<file path="src/hdl/assert_macros.svh">
// ----------------------------------------------------------------------------
// Assertion macros
// Shared concurrent assertion forms, clocked on clock, held off in reset.
// ----------------------------------------------------------------------------
`ifndef ASSERT_MACROS_SVH
`define ASSERT_MACROS_SVH
`ifndef SYNTHESIS
`define ASSERT_IMPLIES(lbl, ante, cons, msg) \
   lbl: assert property (@(posedge clock) disable iff (reset) (ante) |-> (cons)) \
      else $error(msg);
`define ASSERT_NEXT(lbl, ante, cons, msg) \
   lbl: assert property (@(posedge clock) disable iff (reset) (ante) |=> (cons)) \
      else $error(msg);
`else
`define ASSERT_IMPLIES(lbl, ante, cons, msg)
`define ASSERT_NEXT(lbl, ante, cons, msg)
`endif
`endif

</file>
<file path="src/hdl/sacl_pkg.sv">
// ----------------------------------------------------------------------------
// sacl_pkg
// Types, sizes and helpers of the set-associative cache lookup.
// ----------------------------------------------------------------------------
package sacl_pkg;

   localparam int MAX_SETS = 256;
   localparam int MAX_WAYS = 16;
   localparam int SET_W    = $clog2(MAX_SETS);
   localparam int WAY_W    = $clog2(MAX_WAYS);
   localparam int CNT_W    = WAY_W + 1;
   localparam int AGE_W    = WAY_W;
   localparam int TAG_W    = 32;

   localparam logic [2:0] REG_OFFSET_BITS = 3'd0;
   localparam logic [2:0] REG_SET_BITS    = 3'd1;
   localparam logic [2:0] REG_WAYS        = 3'd2;
   localparam logic [2:0] REG_REPLACE_LRU = 3'd3;
   localparam logic [2:0] REG_WRITE_BACK  = 3'd4;

   typedef struct packed {
      logic [WAY_W-1:0]                fifo;
      logic [MAX_WAYS-1:0][AGE_W-1:0]  age;
      logic [MAX_WAYS-1:0]             dirty;
      logic [MAX_WAYS-1:0]             valid;
      logic [MAX_WAYS-1:0][TAG_W-1:0]  tag;
   } set_row_type;

   typedef struct packed {
      logic match;
      logic empty;
      logic older;
   } cmp_type;

   function automatic logic [31:0] sat_inc(input logic [31:0] v);
      return (v == 32'hFFFF_FFFF) ? v : v + 32'd1;
   endfunction

endpackage

</file>
<file path="src/hdl/sacl_way_cmp.sv">
// ----------------------------------------------------------------------------
// sacl_way_cmp
// Shared per-way compare unit: tag match, empty way and age ordering.
// ----------------------------------------------------------------------------
module sacl_way_cmp (
   input  logic [sacl_pkg::TAG_W-1:0] way_tag,
   input  logic                       way_valid,
   input  logic [sacl_pkg::AGE_W-1:0] way_age,
   input  logic [sacl_pkg::TAG_W-1:0] key_tag,
   input  logic [sacl_pkg::AGE_W-1:0] best_age,
   output sacl_pkg::cmp_type          result
);
   assign result.match = way_valid && (way_tag == key_tag);
   assign result.empty = !way_valid;
   assign result.older = way_age > best_age;
endmodule

</file>
<file path="config.mk">
export PLATFORM = sky130hd
export DESIGN_NAME = sacl_way_cmp
export DESIGN_NICKNAME = d
export VERILOG_FILES = /design/src/hdl/assert_macros.svh /design/src/hdl/sacl_pkg.sv /design/src/hdl/sacl_way_cmp.sv
export SDC_FILE = /design/constraint.sdc
export NUM_CORES = 1
export LEC_CHECK = 0
export ABC_AREA = 1
export ABC_CLOCK_PERIOD_IN_PS = 2750
export BUFFER_PORTS_ARGS = -buffer_cell sky130_fd_sc_hd__buf_2
export CAP_MARGIN = 20
export CELL_PAD_IN_SITES_DETAIL_PLACEMENT = 1
export CELL_PAD_IN_SITES_GLOBAL_PLACEMENT = 1
export CORE_MARGIN = 4
export CORE_UTILIZATION = 21
export DETAILED_ROUTE_END_ITERATION = 8
export PLACE_DENSITY_LB_ADDON = 0.1
export RECOVER_POWER = 25
export SYNTH_ARGS = -nofsm -noshare
export SYNTH_HDL_FRONTEND = slang
export SYNTH_SLANG_ARGS = --single-unit
</file>
<file path="constraint.sdc">
create_clock -name vclk -period 2.75
set_clock_uncertainty 0.1 [all_clocks]
set_input_delay 0.55 -clock vclk [all_inputs]
set_output_delay 0.55 -clock vclk [all_outputs]
set_load 0.005 [all_outputs]
</file>
==> results.cfg <==
[route]
num_vias = 1085
drt-wirelength-per-cell_um = 9.271
route.detailed.drc = 0
detail-route-antenna-nets = 0
drt_pass1_iterations = 4
drt_iter0_drc = 12
via_per_inst = 3.974
routed_wirelength_um = 2531

[floorplan]
die-width_um = 64.67
coreArea_um2 = 3053
die_height_um = 64.67
ioPinCount = 76
die_area_um2 = 4182
core.rowCount = 20
floorplan.initialDensity_pct = 22.09

[synthesis]
mappedNetlistArea_um2 = 674.4
syn_inst = 153
synth.avg_cell_area_um2 = 4.408
yosys_warnings = 0
yosys.cell_types.count = 12
ys_seq_area_share_pct = 0
synth_nets = 230

[worst_setup_path]
slowest_delay_ns = 0.28
critical_path_start_type = input port
critical-path-top-delay-family = buffers and inverters
crit_end_category = output port
depth_of_the_critical_timing_path_with_buffers_and_inverters_included = 8
critical_path_buffers_and_inverters = 4
timing.critical_path.cells = buf_2 > inv_1 > ha_1 > inv_1 > nor2_1 > o21ai_0 > a32oi_1 > buf_2
required_ns = 2.10
cp_slowest_cell = sky130_fd_sc_hd__ha_1
crit_type = in -> out
worstPathArrival_ns = 1.41
critical_path.max_fanout = 2

[power]
clock_power_share_pct = 0
seqPwrFrac_pct = 0
vdd.ir_drop.worst_mv = 0.03773
total_leakage_power_nw = 0.8088
power.switching_fraction_pct = 47.13
internal_dissipation_uw = 71.67
power_density_nw_per_um2 = 122.1
power.switching_uw = 63.89
power_frac_comb_pct = 100.0

[sta]
worst_slew_margin_relative_to_its_limit_pct = 87.61
max_clock_freq_ghz = 0.4847
timing.final.setup_violations = 0
finalHoldViolations = 0
period_minus_slack_ns = 2.063
setup_repair_after_global_routing_missed_its_margin = no
setup_tns_ns = 0
final-max-slew-violation-count = 0
post-route-period-util_pct = 75.03
timing.hold.ws_ns = 1.235
worst_pin_slew_ns = 0.1844

[finish]
num_antenna_cells = 0
seq_area_um2 = 0
drive_above_1_share_pct = 33.19
design.final.nets = 308
mostFrequentLayoutCells = sky130_fd_sc_hd__buf_2, sky130_fd_sc_hd__nand2_1, sky130_fd_sc_hd__inv_1
mostFrequentLayoutCell = sky130_fd_sc_hd__buf_2
clock_buffer_count = 0
num-fill-cells = 476
syn2layout_area_growth_pct = 64.56
design.seq.count = 0

[hold_path]
worst_hold_path_cell_count = 3
hold_path_class = in -> out

[global_route]
first_global_vias = 1079
grt_pass1_wl_um = 4043
grt_overflow = 0
number_of_antenna_violations_at_the_first_check_in_global_routing = 0
grt_use_total_pct = 11.47
grt_max_degree = 3

[place]
post_dp_hpwl_um = 2486
gp_routability_congestion = 0.7177
port-buffer-count = 76

[outcome]
run_status = finished, final reports clean

[clock_network]
cts.hold.buffers_added = 0
cts_setup_buffers = 0
cts_resized = 0

[job]
timing.max_cap.violations = 0
-- final cells by class --
class,instances,area (um^2),area share (%)
inverter,45,168.9,15.22
multi-input combinational,108,505.5,45.55
tap,44,55.05,4.961
timing repair buffer,76,380.4,34.27
-- power by group through the flow --
stage	clock, mW	sequential [mW]	combinational, mW
2_1_floorplan	0	0	0.0640
3_3_place_gp	0	0	0.131
3_5_place_dp	0	0	0.139
4_1_cts	0	0	0.139
5_1_grt	0	0	0.158
6_report	0	0	0.136
-- per-layer routing --
metal	vias up	global-route usage [%]	part of all wire, %
li1	588	-	-
met1	464	11.98	37
met2	33	25.26	57
met3	0	1.040	6.3
met4	0	0	0
met5	-	0	0
-- stage by stage --
| step | worst slack (ns) | utilization, % | total power, mW | instance area [um^2] | cells |
|---|---|---|---|---|---|
| finish | 0.6868 | 36.35 | 0.1356 | 1110 | 273 |
| global route | 0.6178 | 36.35 | 0.1580 | 1110 | 273 |
| CTS | 0.6760 | 36.35 | 0.1393 | 1110 | 273 |
| detailed placement | 0.6701 | 36.35 | 0.1386 | 1110 | 273 |
| global placement | 0.7274 | 36.35 | 0.1315 | 1110 | 273 |
| floorplan | 0.9245 | - | 0.06395 | 674.4 | 153 |
-- tightest hold or removal path: cells and delay by family --
family,cells,cell delay [ns]
buf+inv,3,0.23
-- logic make-up (layout without fill, tap and decap cells) --
logic type	Yosys count	in the layout	synth area share (%)
AO/OA/AOI/OAI	11	11	9.091
XOR/XNOR	8	8	10.39
adder cells (fa/ha/maj)	4	4	7.421
AND/OR/NAND/NOR	85	85	48.05
buffers and inverters	45	121	25.05
-- final timing paths --
kind,from,end,slack [ns]
setup / recovery,best_age[1],result[0],0.69
hold / removal,way_valid,result[1],1.23
-- Yosys cell counts, drive strengths merged --
library cell	n	share of area [%]
ha	4	7.4
xor2	3	3.9
a21oi	1	0.74
nand3	2	1.5
nand2	61	34
a32oi	1	1.3
o211ai	1	1.1
o21ai	8	5.9
inv	45	25
nor2	20	11
nor3	2	1.5
xnor2	5	6.5
No activity file was read; power rests on OpenSTA's default activity.
